File: src/rtl/mpsm_pkg.sv
// Shared types, codes and constants for the motor PWM setpoint and speed meter.
package mpsm_pkg;

    localparam int PULSE_BITS  = 32;
    localparam int SPEED_SHIFT = 7;
    // pulses * 10 needs four more bits than the counter
    localparam int PROD_BITS   = PULSE_BITS + 4;
    localparam int RAW_BITS    = PROD_BITS - SPEED_SHIFT;
    localparam int SAT_BITS    = (RAW_BITS > 17) ? RAW_BITS : 17;

    localparam int DUTY_BITS   = 16;
    localparam int TICK_BITS   = 8;
    localparam int CFG_BITS    = 16;
    localparam int IDX_BITS    = 2;

    localparam logic [DUTY_BITS-1:0] DUTY_STEP_RST  = 16'd500;
    localparam logic [DUTY_BITS-1:0] DUTY_TOP_RST   = 16'd7999;
    localparam logic [TICK_BITS-1:0] GATE_TICKS_RST = 8'd20;
    localparam logic [TICK_BITS-1:0] SCAN_TICKS_RST = 8'd5;
    localparam logic [DUTY_BITS-1:0] SPEED_MAX      = 16'hFFFF;

    typedef enum logic [1:0] {
        CMD_PULSE = 2'd0,
        CMD_GATE  = 2'd1,
        CMD_SCAN  = 2'd2
    } cmd_code_t;

    typedef enum logic [IDX_BITS-1:0] {
        REG_DUTY_STEP  = 2'd0,
        REG_DUTY_TOP   = 2'd1,
        REG_GATE_TICKS = 2'd2,
        REG_SCAN_TICKS = 2'd3
    } reg_index_t;

    typedef struct packed {
        logic [DUTY_BITS-1:0] duty_step;
        logic [DUTY_BITS-1:0] duty_top;
        logic [TICK_BITS-1:0] gate_ticks;
        logic [TICK_BITS-1:0] scan_ticks;
    } cfg_t;

    typedef struct packed {
        logic [1:0] command;
        logic       press_up;
        logic       press_down;
        logic       press_reverse;
        logic       press_stop;
    } item_t;

endpackage

File: src/rtl/motor_pwm_setpoint_and_speed_meter.sv
// Top level of the motor PWM setpoint and encoder speed meter.
//
//   channel  direction  handshake            payload
//   in       sink       in_valid / in_stall   command, press_up/down/reverse/stop
//   out      source     out_valid / out_stall speed_tenths, compare_value,
//                                             reverse_out, stop_out, duty_level
//   cfg      sink       cfg_we                cfg_index, cfg_data
//
// One word per clock while the result side does not stall; an accepted word passes
// through the input register, then the update stage whose state registers form the result.
// The result word is a snapshot of the state registers, which change only as a word
// moves into the result register.
// A stalled result holds; the input register still takes one more word.
// Reset clears all counters and state and loads the register defaults.
module motor_pwm_setpoint_and_speed_meter
(
    input  logic                           clk,
    input  logic                           rst_n,
    input  logic                           in_valid,
    output logic                           in_stall,
    input  logic [1:0]                     command,
    input  logic                           press_up,
    input  logic                           press_down,
    input  logic                           press_reverse,
    input  logic                           press_stop,
    output logic                           out_valid,
    input  logic                           out_stall,
    output logic [mpsm_pkg::DUTY_BITS-1:0] speed_tenths,
    output logic [mpsm_pkg::DUTY_BITS-1:0] compare_value,
    output logic                           reverse_out,
    output logic                           stop_out,
    output logic [mpsm_pkg::DUTY_BITS-1:0] duty_level,
    input  logic                           cfg_we,
    input  logic [mpsm_pkg::IDX_BITS-1:0]  cfg_index,
    input  logic [mpsm_pkg::CFG_BITS-1:0]  cfg_data
);
    import mpsm_pkg::*;

    cfg_t  cfg;
    item_t item_in;
    item_t item_held;
    logic  item_valid;
    logic  advance;

    assign item_in.command       = command;
    assign item_in.press_up      = press_up;
    assign item_in.press_down    = press_down;
    assign item_in.press_reverse = press_reverse;
    assign item_in.press_stop    = press_stop;

    mpsm_cfg_regs u_cfg
    (
        .clk       (clk),
        .rst_n     (rst_n),
        .cfg_we    (cfg_we),
        .cfg_index (cfg_index),
        .cfg_data  (cfg_data),
        .cfg       (cfg)
    );

    mpsm_in_stage u_in
    (
        .clk        (clk),
        .rst_n      (rst_n),
        .in_valid   (in_valid),
        .in_stall   (in_stall),
        .item_in    (item_in),
        .advance    (advance),
        .item_valid (item_valid),
        .item_out   (item_held)
    );

    mpsm_update u_upd
    (
        .clk           (clk),
        .rst_n         (rst_n),
        .cfg           (cfg),
        .item_valid    (item_valid),
        .item          (item_held),
        .advance       (advance),
        .out_valid     (out_valid),
        .out_stall     (out_stall),
        .speed_tenths  (speed_tenths),
        .compare_value (compare_value),
        .reverse_out   (reverse_out),
        .stop_out      (stop_out),
        .duty_level    (duty_level)
    );

endmodule

File: src/rtl/mpsm_cfg_regs.sv
// Configuration register bank: duty step, duty top, gate and scan settings.
module mpsm_cfg_regs
(
    input  logic                          clk,
    input  logic                          rst_n,
    input  logic                          cfg_we,
    input  logic [mpsm_pkg::IDX_BITS-1:0] cfg_index,
    input  logic [mpsm_pkg::CFG_BITS-1:0] cfg_data,
    output mpsm_pkg::cfg_t                cfg
);
    import mpsm_pkg::*;

    cfg_t cfg_reg;

    always_ff @(posedge clk or negedge rst_n)
    begin
        if (!rst_n)
        begin
            cfg_reg.duty_step  <= DUTY_STEP_RST;
            cfg_reg.duty_top   <= DUTY_TOP_RST;
            cfg_reg.gate_ticks <= GATE_TICKS_RST;
            cfg_reg.scan_ticks <= SCAN_TICKS_RST;
        end
        else if (cfg_we)
        begin
            case (reg_index_t'(cfg_index))
                REG_DUTY_STEP:  cfg_reg.duty_step  <= cfg_data[DUTY_BITS-1:0];
                REG_DUTY_TOP:   cfg_reg.duty_top   <= cfg_data[DUTY_BITS-1:0];
                REG_GATE_TICKS: cfg_reg.gate_ticks <= cfg_data[TICK_BITS-1:0];
                REG_SCAN_TICKS: cfg_reg.scan_ticks <= cfg_data[TICK_BITS-1:0];
                default:        cfg_reg            <= cfg_reg;
            endcase
        end
    end

    assign cfg = cfg_reg;

endmodule

File: src/rtl/mpsm_in_stage.sv
// Input register: captures one command word and holds it until the update stage takes it.
module mpsm_in_stage
(
    input  logic            clk,
    input  logic            rst_n,
    input  logic            in_valid,
    output logic            in_stall,
    input  mpsm_pkg::item_t item_in,
    input  logic            advance,
    output logic            item_valid,
    output mpsm_pkg::item_t item_out
);
    import mpsm_pkg::*;

    logic  valid_reg;
    logic  load;
    item_t item_reg;

    // take a new word when empty or when the held one moves on
    assign load     = !valid_reg || advance;
    assign in_stall = !load;

    always_ff @(posedge clk or negedge rst_n)
    begin
        if (!rst_n)
        begin
            valid_reg <= 1'b0;
        end
        else if (load)
        begin
            valid_reg <= in_valid;
        end
    end

    always_ff @(posedge clk)
    begin
        if (load && in_valid)
        begin
            item_reg <= item_in;
        end
    end

    assign item_valid = valid_reg;
    assign item_out   = item_reg;

endmodule

File: src/rtl/mpsm_update.sv
// Update stage: counters, speed latch, duty buttons and the registered result word.
module mpsm_update
(
    input  logic                           clk,
    input  logic                           rst_n,
    input  mpsm_pkg::cfg_t                 cfg,
    input  logic                           item_valid,
    input  mpsm_pkg::item_t                item,
    output logic                           advance,
    output logic                           out_valid,
    input  logic                           out_stall,
    output logic [mpsm_pkg::DUTY_BITS-1:0] speed_tenths,
    output logic [mpsm_pkg::DUTY_BITS-1:0] compare_value,
    output logic                           reverse_out,
    output logic                           stop_out,
    output logic [mpsm_pkg::DUTY_BITS-1:0] duty_level
);
    import mpsm_pkg::*;

    logic                  out_valid_reg;
    logic [PULSE_BITS-1:0] pulse_reg,   pulse_next;
    logic [TICK_BITS-1:0]  gate_reg,    gate_next;
    logic [TICK_BITS-1:0]  scan_reg,    scan_next;
    logic [DUTY_BITS-1:0]  duty_reg,    duty_next;
    logic                  rev_reg,     rev_next;
    logic                  stop_reg,    stop_next;
    logic [DUTY_BITS-1:0]  speed_reg,   speed_next;
    logic [DUTY_BITS-1:0]  compare_reg, compare_next;

    logic [TICK_BITS-1:0]  gate_inc;
    logic [TICK_BITS-1:0]  scan_inc;
    logic [PROD_BITS-1:0]  pulse_wide;
    logic [PROD_BITS-1:0]  prod;
    logic [SAT_BITS-1:0]   speed_wide;
    logic [DUTY_BITS:0]    duty_sum;

    // result register free, or its word is being taken
    assign advance = item_valid && (!out_valid_reg || !out_stall);

    always_comb
    begin
        gate_inc   = gate_reg + 1'b1;
        scan_inc   = scan_reg + 1'b1;
        pulse_wide = PROD_BITS'(pulse_reg);
        // times ten as shift and add
        prod       = (pulse_wide << 3) + (pulse_wide << 1);
        speed_wide = SAT_BITS'(prod[PROD_BITS-1:SPEED_SHIFT]);
        duty_sum   = {1'b0, duty_reg} + {1'b0, cfg.duty_step};

        pulse_next   = pulse_reg;
        gate_next    = gate_reg;
        scan_next    = scan_reg;
        duty_next    = duty_reg;
        rev_next     = rev_reg;
        stop_next    = stop_reg;
        speed_next   = speed_reg;
        compare_next = compare_reg;

        case (cmd_code_t'(item.command))
            CMD_PULSE:
            begin
                // saturate at the top
                if (pulse_reg != '1)
                begin
                    pulse_next = pulse_reg + 1'b1;
                end
            end
            CMD_GATE:
            begin
                if (gate_inc >= cfg.gate_ticks)
                begin
                    gate_next  = '0;
                    pulse_next = '0;
                    if (speed_wide > SAT_BITS'(SPEED_MAX))
                    begin
                        speed_next = SPEED_MAX;
                    end
                    else
                    begin
                        speed_next = speed_wide[DUTY_BITS-1:0];
                    end
                end
                else
                begin
                    gate_next = gate_inc;
                end
            end
            CMD_SCAN:
            begin
                if (scan_inc >= cfg.scan_ticks)
                begin
                    scan_next = '0;
                    // one press acted on, up first
                    if (item.press_up)
                    begin
                        if (duty_sum >= {1'b0, cfg.duty_top})
                        begin
                            duty_next = cfg.duty_top;
                        end
                        else
                        begin
                            duty_next = duty_sum[DUTY_BITS-1:0];
                        end
                    end
                    else if (item.press_down)
                    begin
                        if (duty_reg >= cfg.duty_step)
                        begin
                            duty_next = duty_reg - cfg.duty_step;
                        end
                        else
                        begin
                            duty_next = '0;
                        end
                    end
                    else if (item.press_reverse)
                    begin
                        rev_next = !rev_reg;
                    end
                    else if (item.press_stop)
                    begin
                        stop_next = !stop_reg;
                    end

                    // mirror against top; clamp to zero if top was lowered below duty
                    if (!rev_next)
                    begin
                        compare_next = duty_next;
                    end
                    else if (duty_next <= cfg.duty_top)
                    begin
                        compare_next = cfg.duty_top - duty_next;
                    end
                    else
                    begin
                        compare_next = '0;
                    end
                end
                else
                begin
                    scan_next = scan_inc;
                end
            end
            default:
            begin
                pulse_next = pulse_reg;
            end
        endcase
    end

    always_ff @(posedge clk or negedge rst_n)
    begin
        if (!rst_n)
        begin
            out_valid_reg <= 1'b0;
            pulse_reg     <= '0;
            gate_reg      <= '0;
            scan_reg      <= '0;
            duty_reg      <= '0;
            rev_reg       <= 1'b0;
            stop_reg      <= 1'b0;
            speed_reg     <= '0;
            compare_reg   <= '0;
        end
        else
        begin
            if (advance)
            begin
                out_valid_reg <= 1'b1;
                pulse_reg     <= pulse_next;
                gate_reg      <= gate_next;
                scan_reg      <= scan_next;
                duty_reg      <= duty_next;
                rev_reg       <= rev_next;
                stop_reg      <= stop_next;
                speed_reg     <= speed_next;
                compare_reg   <= compare_next;
            end
            else if (!out_stall)
            begin
                out_valid_reg <= 1'b0;
            end
        end
    end

    assign out_valid     = out_valid_reg;
    assign speed_tenths  = speed_reg;
    assign compare_value = compare_reg;
    assign reverse_out   = rev_reg;
    assign stop_out      = stop_reg;
    assign duty_level    = duty_reg;

endmodule

File: config.mk
export PLATFORM = sky130hd
export DESIGN_NAME = motor_pwm_setpoint_and_speed_meter
export DESIGN_NICKNAME = d
export VERILOG_FILES = /design/src/rtl/mpsm_pkg.sv /design/src/rtl/motor_pwm_setpoint_and_speed_meter.sv /design/src/rtl/mpsm_cfg_regs.sv /design/src/rtl/mpsm_in_stage.sv /design/src/rtl/mpsm_update.sv
export SDC_FILE = /design/constraint.sdc
export NUM_CORES = 1
export LEC_CHECK = 0
export BUFFER_PORTS_ARGS = -buffer_cell sky130_fd_sc_hd__buf_4
export CAP_MARGIN = 0
export CORE_ASPECT_RATIO = 0.6
export CORE_UTILIZATION = 50
export DETAILED_ROUTE_END_ITERATION = 10
export PLACE_DENSITY = 0.68
export RECOVER_POWER = 50
export SLEW_MARGIN = 20
export SYNTH_ARGS = -nofsm -noshare
export SYNTH_HDL_FRONTEND = slang
export SYNTH_SLANG_ARGS = --single-unit
File: constraint.sdc
create_clock -name clk -period 15.5 [get_ports clk]
set_input_delay 0 -clock clk [delete_from_list [all_inputs] [get_ports clk]]
set_output_delay 0 -clock clk [all_outputs]
set_load 0.02 [all_outputs]
==> flow_summary.json <==
{
  "synth_top_family_by_area": "compound AO/OA/AOI/OAI gates",
  "avgViaCountPerCell": 5.86,
  "synth_nets": 1455,
  "synth.avg_cell_area_um2": 8.79,
  "p_total_w": 0.00201,
  "globalplace.congestion": 0.949,
  "io_buffer_count": 80,
  "synth-edff-count": 6,
  "violations": "capacitance limit, slew limit",
  "worst_pin_slew_ns": 4.48,
  "area_delta_synth_final_pct": 13.6,
  "yosys.area_share.xor_xnor": 0.0699,
  "cp_top_family": "compound AO/OA/AOI/OAI gates",
  "synth-compound-area-share": 0.203,
  "post-route-util": 0.586,
  "clk_latency_ns": 0.44,
  "yosysUniqueCellTypes": 80,
  "r2r-start": "u_upd.duty_level[0]",
  "tns_ns": 0,
  "largest_reg_flops": 48,
  "drt-initial-drc-count": 1048,
  "cp_num_buf_inv": 3,
  "ctsLongestPathBuffers": 2,
  "status": "finished, violations left",
  "die_h_um": 120,
  "power.density_nw_per_um2": 154,
  "rows": 42,
  "grt.overflow.total": 0,
  "timing.max_cap.violations": 1,
  "crit_type": "flop to flop",
  "final_common_cell": "dfrtp_1",
  "syn-instance-count": 1311,
  "synth_fa_ha_area_frac": 0.127,
  "antenna_found_initial": 0,
  "drc": 0,
  "core_area_um2": 22300,
  "grt_usage": 0.293,
  "final_cell_mix": "127 x dfrtp_1, 123 x nor2_1, 112 x ha_1, 111 x nand2_1, 109 x o21ai_0",
  "rsz0062_at_grt": "no",
  "hpwl_mm": 25.3,
  "grt_pass1_vias": 9283,
  "cp-end-kind": "flop",
  "synth_mux_area_frac": 0.0368,
  "final_layout_size_suffix_gt1_frac": 0.101,
  "fin_hold_ws_ns": 0.122,
  "worstPathMaxFanout": 26,
  "synthArstFlopShare": 0.961,
  "wl_per_cell_um": 19.3,
  "wl_mm": 33.4,
  "cts_root_buffer": "clkbuf_16",
  "pin_count": 81,
  "drt_pass1_iterations": 6,
  "arrival_ns": 8.70,
  "cts_made_buffers": 17,
  "grt_start_max_net_pins": 81,
  "min_from": "cfg_index[0]",
  "fp.dieW_um": 198,
  "h-tree-depth": 4,
  "vias": 10100,
  "critPathLaunch": "u_upd.duty_level[0]",
  "n_antenna_cell": 0,
  "crit_path_max_incr_delay_ns": 0.70,
  "max_freq_mhz": 119,
  "start_util": 0.516,
  "clk_pin_slew_worst_paths_ns": 0.07,
  "min_period_ns": 8.42,
  "post-route-period-util": 0.543,
  "dieArea_um2": 23700,
  "fillers": 2020,
  "tritoncts": "built",
  "layout.nets": 1548,
  "cpMaxStageDelayCell": "a222oi_1",
  "ys_seq_area_frac": 0.339,
  "p_leak_nw": 6.07,
  "netlist_area_um2": 11500,
  "yosysWarnings": 0,
  "final_antenna_net_count": 0,
  "irDropWorstVdd_uv": 83.2,
  "ys_seq_elements": 154,
  "grt_pass1_wl_mm": 52.9,
  "required_ns": 15.78,
  "final_max_slew_viol_count": 81,
  "post_cts_resized": 0,
  "slew_headroom": -1.99,
  "synth_flop_cell": "dfrtp_1",
  "hold_class": "input port to flop",
  "setup-violations-final": 0,
  "synth-simple-area-share": 0.180,
  "hold_violations": 0,
  "cts_sinks": 154,
  "fin_skew_ns": 0.0116,
  "start_kind": "flop"
}
==> cells by family after synthesis <==
kind of cell | Yosys count
adders and majority gates | 115
AOI/OAI and AO/OA | 352
buffers and inverters | 130
and+or+nand+nor | 430
xor gates and xnor gates | 92
muxes | 38
DFF | 154
==> area by class of cell <==
class | instances | area, um2 | share of cell area
Clock inverter | 12 | 140 | 0.0107
Sequential cell | 154 | 3910 | 0.299
Clock buffer | 20 | 447 | 0.0341
Tap cell | 308 | 385 | 0.0294
Inverter | 85 | 319 | 0.0244
Timing Repair Buffer | 119 | 774 | 0.0591
Multi-Input combinational cell | 1027 | 7120 | 0.544
==> cells in the mapped netlist, types with 13 or more instances <==
library cell	n	area, um2
nand2_1	111	417
o31ai_1	13	97.6
ha_1	112	1400
a21o_1	29	218
nor3_1	27	135
mux2_2	35	394
nor2_1	124	465
nor2b_1	16	100
dfstp_2	21	552
xor2_1	44	385
dfrtp_1	127	3180
nand2b_1	27	169
a21oi_1	67	335
and3_1	19	119
nand3_1	39	195
inv_1	85	319
o21ai_0	109	546
clkbuf_1	33	124
o22a_1	16	140
o21a_1	16	120
nand4_1	17	106
xnor2_1	48	420
==> metal layers <==
layer,up-vias,track usage,share of wire
met5,-,0,0
met4,0,0.0480,0.0069
met3,20,0.0987,0.11
met2,370,0.332,0.34
met1,4837,0.502,0.54
li1,4879,-,-
==> what timing repair did <==
action                                 CTS  global route
setup endpoints to repair                0             0
buffers inserted                         0             0
endpoints found under the hold margin  127             0
hold buffers                            26             0
==> power by group <==
group / leakage [nW] / internal (W) / switching, W
clock network: 0.283 / 0.000244 / 0.000185
registers: 1.95 / 0.000486 / 0.0000807
logic: 3.84 / 0.000392 / 0.000624
total: 6.07 / 0.00112 / 0.000890
==> worst min-delay path, delay by kind of cell <==
kind,cells,cell delay [ns]
AOI/OAI and AO/OA,1,0.06
and+or+nand+nor,2,0.14
buffers and inverters,2,0.33
==> worst paths after layout <==
check / slack [ns] / end / cells past startpoint
max: 7.08 / u_upd.compare_value[13] / 30
min: 0.12 / u_cfg.cfg[40] / 5
max reg2reg: 7.08 / u_upd.compare_value[13] / 30
min reg2reg: 0.49 / u_upd.stop_out / 1
max in group asynchronous: 11.13 / u_upd.gate_reg[7] / 3
min in group asynchronous: 1.71 / u_upd.compare_value[14] / 2
==> metrics by stage <==
stage / std cells / setup slack, ns / area, um2
finish: 1725 / 7.08 / 13100
global route: 1725 / 6.43 / 13100
CTS: 1724 / 7.25 / 13300
detailed placement: 1666 / 7.28 / 12400
global placement: 1666 / 7.60 / 12400
floorplan: 1311 / 7.99 / 11500
No activity file was read; power rests on OpenSTA's default activity.
